`config.mk`:
```
export PLATFORM = sky130hd
export DESIGN_NAME = char_lcd_refresh_engine
export DESIGN_NICKNAME = d
export VERILOG_FILES = /design/src/rtl/clre_pkg.sv /design/src/rtl/clre_buffer.sv /design/src/rtl/clre_seq.sv /design/src/rtl/char_lcd_refresh_engine.sv
export SDC_FILE = /design/constraint.sdc
export NUM_CORES = 1
export LEC_CHECK = 0
export BUFFER_PORTS_ARGS = -buffer_cell sky130_fd_sc_hd__buf_4
export CAP_MARGIN = 25
export CORE_MARGIN = 3
export CORE_UTILIZATION = 52
export CTS_BUF_LIST = sky130_fd_sc_hd__clkbuf_4 sky130_fd_sc_hd__clkbuf_8
export CTS_CLUSTER_SIZE = 24
export DETAILED_ROUTE_END_ITERATION = 6
export HOLD_SLACK_MARGIN = 0.03
export PLACE_DENSITY = 0.7
export SYNTH_ARGS = -nofsm -noshare
export SYNTH_HDL_FRONTEND = slang
export SYNTH_SLANG_ARGS = --single-unit
```
`constraint.sdc`:
```
create_clock -name i_clk -period 3.5 [get_ports i_clk]
set_input_delay 0.175 -clock i_clk [delete_from_list [all_inputs] [get_ports i_clk]]
set_output_delay 0.175 -clock i_clk [all_outputs]
set_load 0.005 [all_outputs]
```
`src/rtl/clre_pkg.sv`:
```
`timescale 1ns / 1ps
// ----------------------------------------------------------------------------
// clre_pkg
// Shared types and constants for the character LCD refresh engine.
// ----------------------------------------------------------------------------
package clre_pkg;

    localparam int unsigned BUF_DEPTH = 32;
    localparam int unsigned POS_W     = 5;
    localparam int unsigned CHAR_W    = 8;
    localparam int unsigned NIB_W     = 4;

    localparam logic [CHAR_W-1:0] CMD_SET_ADDR = 8'h80;
    localparam logic [CHAR_W-1:0] ROW_OFFSET   = 8'h40;
    localparam logic [CHAR_W-1:0] SPACE_CODE   = 8'h20;

    localparam logic OP_TICK  = 1'b0;
    localparam logic OP_WRITE = 1'b1;

    typedef struct packed {
        logic              op;
        logic [POS_W-1:0]  position;
        logic [CHAR_W-1:0] character;
    } t_in_word;

    typedef struct packed {
        logic             reg_select;
        logic             enable;
        logic [NIB_W-1:0] data_nibble;
    } t_out_word;

    typedef struct packed {
        logic             hit;
        logic [POS_W-1:0] addr;
    } t_fetch;

endpackage

```
`src/rtl/clre_buffer.sv`:
```
`timescale 1ns / 1ps
// ----------------------------------------------------------------------------
// clre_buffer
// Screen buffer: 32 character registers, written by store words and read
// by the refresh sequencer. Zero codes and misses read back as space.
// ----------------------------------------------------------------------------
module clre_buffer (
    input  logic                          i_clk,
    input  logic                          i_rst_n,
    input  logic                          i_wr_en,
    input  logic [clre_pkg::POS_W-1:0]    i_wr_addr,
    input  logic [clre_pkg::CHAR_W-1:0]   i_wr_data,
    input  clre_pkg::t_fetch              i_fetch,
    output logic [clre_pkg::CHAR_W-1:0]   o_fetch_char
);
    import clre_pkg::*;

    logic [CHAR_W-1:0] r_mem [BUF_DEPTH];
    logic [CHAR_W-1:0] raw;

    always_ff @(posedge i_clk) begin
        if (!i_rst_n) begin
            for (int i = 0; i < BUF_DEPTH; i++) begin
                r_mem[i] <= '0;
            end
        end else if (i_wr_en) begin
            r_mem[i_wr_addr] <= i_wr_data;
        end
    end

    always_comb begin
        raw          = i_fetch.hit ? r_mem[i_fetch.addr] : '0;
        o_fetch_char = (raw == '0) ? SPACE_CODE : raw;
    end

endmodule

```
`src/rtl/clre_seq.sv`:
```
`timescale 1ns / 1ps
// ----------------------------------------------------------------------------
// clre_seq
// Four-phase bus sequencer: pin levels, column and row counters, and the
// byte staged for the next transfer.
// ----------------------------------------------------------------------------
module clre_seq #(
    parameter int unsigned COLUMNS = 16,
    parameter int unsigned ROWS    = 2
) (
    input  logic                          i_clk,
    input  logic                          i_rst_n,
    input  logic                          i_tick,
    input  logic [clre_pkg::CHAR_W-1:0]   i_fetch_char,
    output clre_pkg::t_fetch              o_fetch,
    output clre_pkg::t_out_word           o_pins_next
);
    import clre_pkg::*;

    localparam int unsigned COL_W = $clog2(COLUMNS + 1);
    localparam int unsigned IDX_W = $clog2(ROWS * COLUMNS + 1);

    typedef enum logic [1:0] {
        PH_HIGH,
        PH_HIGH_E,
        PH_LOW,
        PH_LOW_E
    } t_phase;

    t_phase            r_phase,     n_phase;
    logic [COL_W-1:0]  r_col,       n_col;
    logic              r_row,       n_row;
    logic              r_pend_rs,   n_pend_rs;
    logic [CHAR_W-1:0] r_pend_byte, n_pend_byte;
    t_out_word         r_pins,      n_pins;
    logic [IDX_W-1:0]  idx;

    // buffer index of the character at the current column
    always_comb begin
        idx = IDX_W'(r_col) + IDX_W'(32'(r_row) * COLUMNS);
        o_fetch.hit  = 32'(idx) < BUF_DEPTH;
        o_fetch.addr = POS_W'(idx);
    end

    always_comb begin
        n_phase     = r_phase;
        n_col       = r_col;
        n_row       = r_row;
        n_pend_rs   = r_pend_rs;
        n_pend_byte = r_pend_byte;
        n_pins      = r_pins;
        case (r_phase)
            PH_HIGH: begin
                n_pins.reg_select  = r_pend_rs;
                n_pins.enable      = 1'b0;
                n_pins.data_nibble = r_pend_byte[CHAR_W-1 -: NIB_W];
                n_phase            = PH_HIGH_E;
            end
            PH_HIGH_E: begin
                n_pins.enable = 1'b1;
                n_phase       = PH_LOW;
            end
            PH_LOW: begin
                n_pins.enable      = 1'b0;
                n_pins.data_nibble = r_pend_byte[NIB_W-1:0];
                n_phase            = PH_LOW_E;
            end
            PH_LOW_E: begin
                n_pins.enable = 1'b1;
                n_phase       = PH_HIGH;
                if (32'(r_col) == COLUMNS) begin
                    // end of row: jump to start of next row
                    n_col       = '0;
                    n_row       = (32'(r_row) + 1 > ROWS - 1) ? 1'b0 : 1'b1;
                    n_pend_byte = n_row ? (CMD_SET_ADDR | ROW_OFFSET) : CMD_SET_ADDR;
                    n_pend_rs   = 1'b0;
                end else begin
                    n_col       = r_col + 1'b1;
                    n_pend_byte = i_fetch_char;
                    n_pend_rs   = 1'b1;
                end
            end
            default: begin
                n_phase = PH_HIGH;
            end
        endcase
    end

    assign o_pins_next = n_pins;

    always_ff @(posedge i_clk) begin
        if (!i_rst_n) begin
            r_phase     <= PH_HIGH;
            r_col       <= '0;
            r_row       <= 1'b0;
            r_pend_rs   <= 1'b0;
            r_pend_byte <= CMD_SET_ADDR;
            r_pins      <= '0;
        end else if (i_tick) begin
            r_phase     <= n_phase;
            r_col       <= n_col;
            r_row       <= n_row;
            r_pend_rs   <= n_pend_rs;
            r_pend_byte <= n_pend_byte;
            r_pins      <= n_pins;
        end
    end

endmodule

```
`src/rtl/char_lcd_refresh_engine.sv`:
```
`timescale 1ns / 1ps
// ----------------------------------------------------------------------------
// char_lcd_refresh_engine
// Refreshes a character LCD over a 4-bit bus from a local screen buffer,
// one bus phase per tick word.
// ----------------------------------------------------------------------------
// Usage:
//   Input channel (i_in_valid / o_in_ready / i_in_word) takes words of two
//   kinds. A store word (op = 1) writes a character code into the screen
//   buffer at 'position' and returns nothing. A tick word (op = 0) advances
//   the bus by one phase and returns one output word with the RS, E and
//   D7..D4 levels after that phase.
//   Output channel (o_out_valid / i_out_ready / o_out_word) carries those
//   pin levels in order.
//   A word is registered at acceptance; a tick word's result is loaded
//   into the output register once that register is free, raising
//   o_out_valid. Throughput is one word per cycle unless the output
//   stalls, set by the single stage between the input and output registers.
//   Reset (i_rst_n low, synchronous) clears the buffer to zero, returns the
//   bus to phase 0 with the row 0 set-address command staged, and empties
//   both registers.
//   When the receiver stalls, the output register holds its word; one more
//   word is held in the input register, then o_in_ready drops. Store words
//   still drain past a stalled output.
// ----------------------------------------------------------------------------
module char_lcd_refresh_engine #(
    parameter int unsigned COLUMNS = 16,
    parameter int unsigned ROWS    = 2
) (
    input  logic                 i_clk,
    input  logic                 i_rst_n,
    input  logic                 i_in_valid,
    output logic                 o_in_ready,
    input  clre_pkg::t_in_word   i_in_word,
    output logic                 o_out_valid,
    input  logic                 i_out_ready,
    output clre_pkg::t_out_word  o_out_word
);
    import clre_pkg::*;

    logic        r_in_valid;
    t_in_word    r_in_word;
    logic        r_out_valid;
    t_out_word   r_out_word;

    logic        is_tick;
    logic        out_free;
    logic        s1_adv;
    logic        tick_en;
    logic        wr_en;
    t_fetch      fetch;
    logic [CHAR_W-1:0] fetch_char;
    t_out_word   pins_next;

    assign is_tick    = (r_in_word.op == OP_TICK);
    assign out_free   = !r_out_valid || i_out_ready;
    assign s1_adv     = r_in_valid && (!is_tick || out_free);
    assign tick_en    = s1_adv && is_tick;
    assign wr_en      = s1_adv && (r_in_word.op == OP_WRITE);
    assign o_in_ready = !r_in_valid || s1_adv;

    always_ff @(posedge i_clk) begin
        if (!i_rst_n) begin
            r_in_valid <= 1'b0;
        end else if (o_in_ready) begin
            r_in_valid <= i_in_valid;
        end
    end

    always_ff @(posedge i_clk) begin
        if (o_in_ready && i_in_valid) begin
            r_in_word <= i_in_word;
        end
    end

    always_ff @(posedge i_clk) begin
        if (!i_rst_n) begin
            r_out_valid <= 1'b0;
        end else if (tick_en) begin
            r_out_valid <= 1'b1;
        end else if (i_out_ready) begin
            r_out_valid <= 1'b0;
        end
    end

    always_ff @(posedge i_clk) begin
        if (tick_en) begin
            r_out_word <= pins_next;
        end
    end

    clre_buffer u_buffer (
        .i_clk        (i_clk),
        .i_rst_n      (i_rst_n),
        .i_wr_en      (wr_en),
        .i_wr_addr    (r_in_word.position),
        .i_wr_data    (r_in_word.character),
        .i_fetch      (fetch),
        .o_fetch_char (fetch_char)
    );

    clre_seq #(
        .COLUMNS (COLUMNS),
        .ROWS    (ROWS)
    ) u_seq (
        .i_clk        (i_clk),
        .i_rst_n      (i_rst_n),
        .i_tick       (tick_en),
        .i_fetch_char (fetch_char),
        .o_fetch      (fetch),
        .o_pins_next  (pins_next)
    );

    assign o_out_valid = r_out_valid;
    assign o_out_word  = r_out_word;

endmodule

```
[Yosys cells after proc, flatten, opt, wreduce, memory -nomap -nowiden]
Memories as Yosys holds them, arrays and structs flattened.
Index checks and enable logic that the tools add are counted.
Storage, ports and cells
  memories: 1
  input bits: 18
  bits in writable memories: 256
  register bits: 44
  output and inout port bits: 8
  word-level logic and storage cells: 63
Memories
  u_buffer.r_mem: depth 32, bits a word 8, rd ports 1, clocked after Yosys merged registers in 0, wr ports 32, RTL line clre_buffer.sv:18  | logic [CHAR_W-1:0] r_mem [BUF_DEPTH];
Operators by class
  eq/ne operators: 4
  $add $sub $neg: 3
  bitwise gates (word level): 1
  magnitude comparators: 2
  multiplexer cells: 20
  reduce and logical (&&, ||, !) cells: 17
Operators with widths (number)
  $gt A32 B1 Y1 const B: 1
  $mux W8: 4
  $mux W1: 10
  $mux W5: 2
  $logic_not A8 Y1: 1
  $pmux W2 S4: 1
  $pmux W4 S2: 1
  $reduce_or A8 Y1: 1
  $mux W7: 1
  $add A5 B5 Y6: 1
  $lt A6 B6 Y1 const B: 1
  $add A5 B1 Y5 const B: 1
  $eq A5 B5 Y1 const B: 1
  $eq A2 B2 Y1 const B: 2
  $logic_and A1 B1 Y1: 4
  $reduce_or A2 Y1: 2
  $logic_or A1 B1 Y1: 3
  $reduce_and A3 Y1: 1
  $add A1 B1 Y2 const B: 1
  $eq A2 B1 Y1 const B: 1
  $logic_not A1 Y1: 2
  $logic_not A2 Y1: 1
  $pmux W1 S2: 1
  $reduce_and A2 Y1: 1
  other kinds (2): 2

[Longest topological paths before layout]
  word-level depth: 10
  depth in mapped cells: 10

[Cells and area by module]
A second synthesis with hierarchy kept.
Unflattened totals
  cell total of the unflattened synthesis: 931
  area total of the unflattened synthesis: 13675.6 µm²
Modules (own cells, without submodules)
  clre_buffer: cells an instance 778, area an instance 11912.7 µm², instances 1
  clre_seq: cells an instance 122, area an instance 1059.8 µm², instances 1
  char_lcd_refresh_engine: cells an instance 31, area an instance 703.2 µm², instances 1

[Worst setup path before layout]
No wires, ideal clock.
  path kind: input to register
  start: input i_rst_n
  end: memory u_buffer.r_mem[12][0] (enable)
  slack: 1308 ps
  data required time: 3116 ps
  stages on the path: 6
  data arrival time: 1808 ps
  setup time: 384 ps
  path through: clkbuf_1 -> nand3_1 -> or3_1 -> clkbuf_1 -> clkbuf_1 -> o21ai_0
RTL lines
  start: declaration: RTL line char_lcd_refresh_engine.sv:31  | input logic i_rst_n,
  end: declaration: RTL line clre_buffer.sv:18

[Worst setup path in the final report]
  start: register u_seq.r_col[4]
  end: register u_seq.r_pend_byte[5]
Between the ends
  longest elaborated chain between the ends: 6
RTL lines
  start: declaration: RTL line clre_seq.sv:31  | logic [COL_W-1:0] r_col, n_col;
  start signal: assignment: RTL line clre_seq.sv:101  | r_col <= n_col;
  $add A5 B5 Y6: RTL line clre_seq.sv:40  | idx = IDX_W'(r_col) + IDX_W'(32'(r_row) * COLUMNS);
  $mem_v2 Z32 W8 or $lt A6 B6 Y1 (tied branches)
  $mux W8: RTL line clre_buffer.sv:32  | raw = i_fetch.hit ? r_mem[i_fetch.addr] : '0;
  $logic_not A8 Y1: RTL line clre_buffer.sv:33  | o_fetch_char = (raw == '0) ? SPACE_CODE : raw;
  $mux W8: RTL line clre_buffer.sv:33
  $mux W8 (*): RTL line clre_seq.sv:71  | if (32'(r_col) == COLUMNS) begin
  end signal: assignment: RTL line clre_seq.sv:104  | r_pend_byte <= n_pend_byte;
  end: declaration: RTL line clre_seq.sv:34  | logic [CHAR_W-1:0] r_pend_byte, n_pend_byte;
Mark *: on every way between the ends. The rest lies on a longest branch, timed or not.
A chain may end at the register's enable or synchronous reset.

==> run_results.csv <==
group,metric,value,unit
synth,ys_ff_latch,300,
cts,ctsLongestPathBuffers,3,
worst_hold_path,min_to,"u_seq.r_pend_byte[7]",
global_route,gr-total-overflow,0,
global_route,grt.total_usage,0.238,
setup_path,crit_type,"flop to flop",
setup_path,slowest_delay,0.64,ns
cts,clock-root-buffer,"clkbuf_8",
cts,clk_latency,0.58,ns
setup_path,critPathArrivalTime,3.34,ns
run_status,status,"completed",
placement,hpwlAfterDp,21800,um
route,drtIter0Drc,854,
final_layout,area_delta_synth_final,13.7,%
timing,finalSetupViolCount,0,
floorplan,coreArea,25500,um2
pwr,ir_drop,0.304,mV
route,viasPerCell,5.83,
global_route,grt_pass1_wl,50400,um
placement,io_buffers,25,
pwr,p_leak,5.67,nW
global_route,grt_pass1_vias,8310,
setup_path,rr_worst_depth,8,
worst_hold_path,hold-path-cell-count,3,
worst_hold_path,hp-start,"i_rst_n",
synth,yosys.area_share.simple,0.167,
final_layout,stdcell_count,1414,
synth,synthXorXnorAreaFrac,0.00192,
timing,finClkSkew,0.0147,ns
synth,ys.flop_type,"edfxtp_1",
setup_path,cp_max_fo,16,
setup_path,end_kind,"flop",
setup_path,rr_endpoint,"u_seq.r_pend_byte[5]",
floorplan,die_w,168,um
route,dr.pass1.iters,5,
timing,fin_crit_sh,0.832,
setup_path,timing.critical_path.buf_inv,0,
timing,min_period,2.91,ns
cts,cts_sinks,300,
placement,gp_congestion,0.842,
synth,synthMuxAreaShare,0.116,
timing,drv_slew,0,
timing,hold_violations,0,
floorplan,initial_utilization,0.536,
final_layout,final_area,15500,um2
synth,ys.warnings.count,0,
timing,rsz0062_at_grt,"no",
synth,async_flop_share,0,
setup_path,r2r_start,"u_seq.r_col[4]",
cts,post_cts_buffers,0,
pwr,power.density,472,nW/um2
synth,synth_edf_count,276,
floorplan,dieArea,28300,um2
final_layout,drive_gt1_frac,0.199,
route,wl_per_cell,23.7,um
cts,cts_tree,"built",
synth,avgSynthCellArea,14.3,um2
cts,numCtsBuffers,49,
final_layout,antenna_cells,0,
final_layout,final_nets,1068,
synth,synth_area_leaders,"edfxtp_1 (61%), and2_1 (12%), mux4_2 (8.6%)",
synth,synthCells,957,
worst_hold_path,hp-class,"input pin to flop",
synth,netlist_area,13700,um2
timing,holdWs,0.182,ns
timing,slew_headroom,0.321,
setup_path,path_cells,"ha_1 -> and3b_1 -> a221oi_1 -> o21ai_0 -> a2111oi_1 -> nor4_1 -> a41oi_1 -> nor3_2",
synth,synthMostInstantiatedCell,"edfxtp_1",
synth,synth_common_cells,"edfxtp_1 (276), and2_1 (262), mux4_2 (52)",
floorplan,io_pins,26,
timing,max_freq,343,MHz
cts,clkSlewWorstSetupHoldPaths,0.07,ns
synth,synth_top_family_by_area,"simple AND/OR/NAND/NOR gates",
synth,yosysUniqueCellTypes,48,
floorplan,rows,58,
route,num_vias,8243,
global_route,grt_antenna_before_repair,0,
run,drv_cap,0,
final_layout,post-route-util,0.609,
timing,worst_pin_slew,1.01,ns
setup_path,path_delay_family,"compound AO/OA/AOI/OAI gates",
timing,setup-tns-final,0,ns
synth,ys_seq_area_frac,0.641,
setup_path,r2r_setup_slack,0.59,ns
route,drc,0,
synth,yosys.area.top_type,"edfxtp_1",
synth,synth_nets,982,
placement,placed_area,14400,um2
synth,synth_fa_ha_area_frac,0.00640,
route,postRouteAntennaNets,0,
synth,yosys.area.top_type_share,0.606,
route,routed_wl,33400,um
synth,synth-compound-area-share,0.0437,
floorplan,die_h,168,um
setup_path,required,3.92,ns
setup_path,crit_path_start_kind,"flop",
cts,htree_levels,2,
global_route,grt_max_degree,53,
placement,dp.cells,1306,
setup_path,cpMaxStageDelayCell,"ha_1",
-- worst reg2reg max path: cells and delay by family, from the launching register on --
| kind | cells | cell delay [ns] |
|---|---|---|
| flip-flops | 1 | 0.34 |
| adder cells (fa/ha/maj) | 1 | 0.64 |
| AO/OA/AOI/OAI | 4 | 1.29 |
| AND/OR/NAND/NOR | 3 | 0.50 |
-- worst max path at each step --
stage / from / endpoint / slack, ns / cells past startpoint
detailed placement: u_seq.r_col[4] / u_seq.r_pend_byte[5] / 0.67 / 8
CTS: u_seq.r_row / u_seq.r_pend_byte[5] / 0.64 / 8
global placement: u_seq.r_col[1] / u_seq.r_pend_byte[1] / 0.79 / 6
global route: u_seq.r_col[4] / u_seq.r_pend_byte[5] / 0.38 / 8
finish: u_seq.r_col[4] / u_seq.r_pend_byte[5] / 0.59 / 8
floorplan: i_rst_n / u_buffer.r_mem[12][0] / 1.31 / 6
-- flip-flops by register name (all words and copies together) (netlist names) --
name,flops
u_seq.r_phase,2
o_out_word,6
o_out_valid,1
r_in_valid,1
u_buffer.r_mem,256
u_seq.r_pins,5
u_seq.r_pend_rs,1
u_seq.r_col,5
r_in_word,14
u_seq.r_row,1
u_seq.r_pend_byte,8
-- through the flow --
stage	setup slack, ns	total power, W
global placement	0.790	0.00443
finish	0.588	0.00734
floorplan	1.31	0.00427
CTS	0.642	0.00736
global route	0.377	0.00757
detailed placement	0.674	0.00444
-- logic make-up after synthesis --
family,after synthesis
AND/OR/NAND/NOR,400
flip-flops,300
AO/OA/AOI/OAI,92
multiplexers,83
buffers and inverters,72
adder cells (fa/ha/maj),7
XOR/XNOR,3
-- placed cells by master, fill, tap and decap left out, types with 7 or more instances in the layout --
master	Yosys	routed
nor2_1	50	50
o22ai_1	7	7
clkbuf_8	0	51
ha_1	7	7
buf_4	4	80
and2_1	262	262
inv_1	8	8
dfxtp_1	24	21
mux4_2	52	52
clkinv_1	0	20
nand2_1	38	38
a22oi_1	7	7
a221oi_1	11	11
dlygate4sd3_1	0	16
mux2i_1	24	24
o21ai_0	43	43
edfxtp_1	276	276
nand3_1	16	16
clkbuf_4	0	13
-- layer usage --
| metal | GRT usage | share of wire | vias up |
|---|---|---|---|
| met1 | 0.344 | 0.43 | 4063 |
| met3 | 0.0582 | 0.085 | 82 |
| met2 | 0.356 | 0.45 | 387 |
| met4 | 0.0896 | 0.038 | 0 |
| li1 | - | - | 3711 |
| met5 | 0 | 0 | - |
-- report_power, final --
| group | internal [W] | switching (W) |
|---|---|---|
| Sequential | 0.00402 | 0.0000652 |
| Combinational | 0.000117 | 0.000184 |
| Clock | 0.00156 | 0.00139 |
| Total | 0.00570 | 0.00164 |
-- area by class of cell --
class                           instances  area [um2]
Clock buffer                           64         800
Clock inverter                         28         143
Fill cell                            1970       10000
Inverter                                8        30.0
Multi-Input combinational cell        585        4570
Sequential cell                       300        8770
Tap cell                              330         413
Timing Repair Buffer                   99         816
-- what timing repair did --
| item | 4_1_cts | 5_1_grt |
|---|---|---|
| hold buffers | 16 | 0 |
| hold endpoints to repair | 16 | 0 |
| resized for setup | 0 | 0 |
No activity file was read; power rests on OpenSTA's default activity.
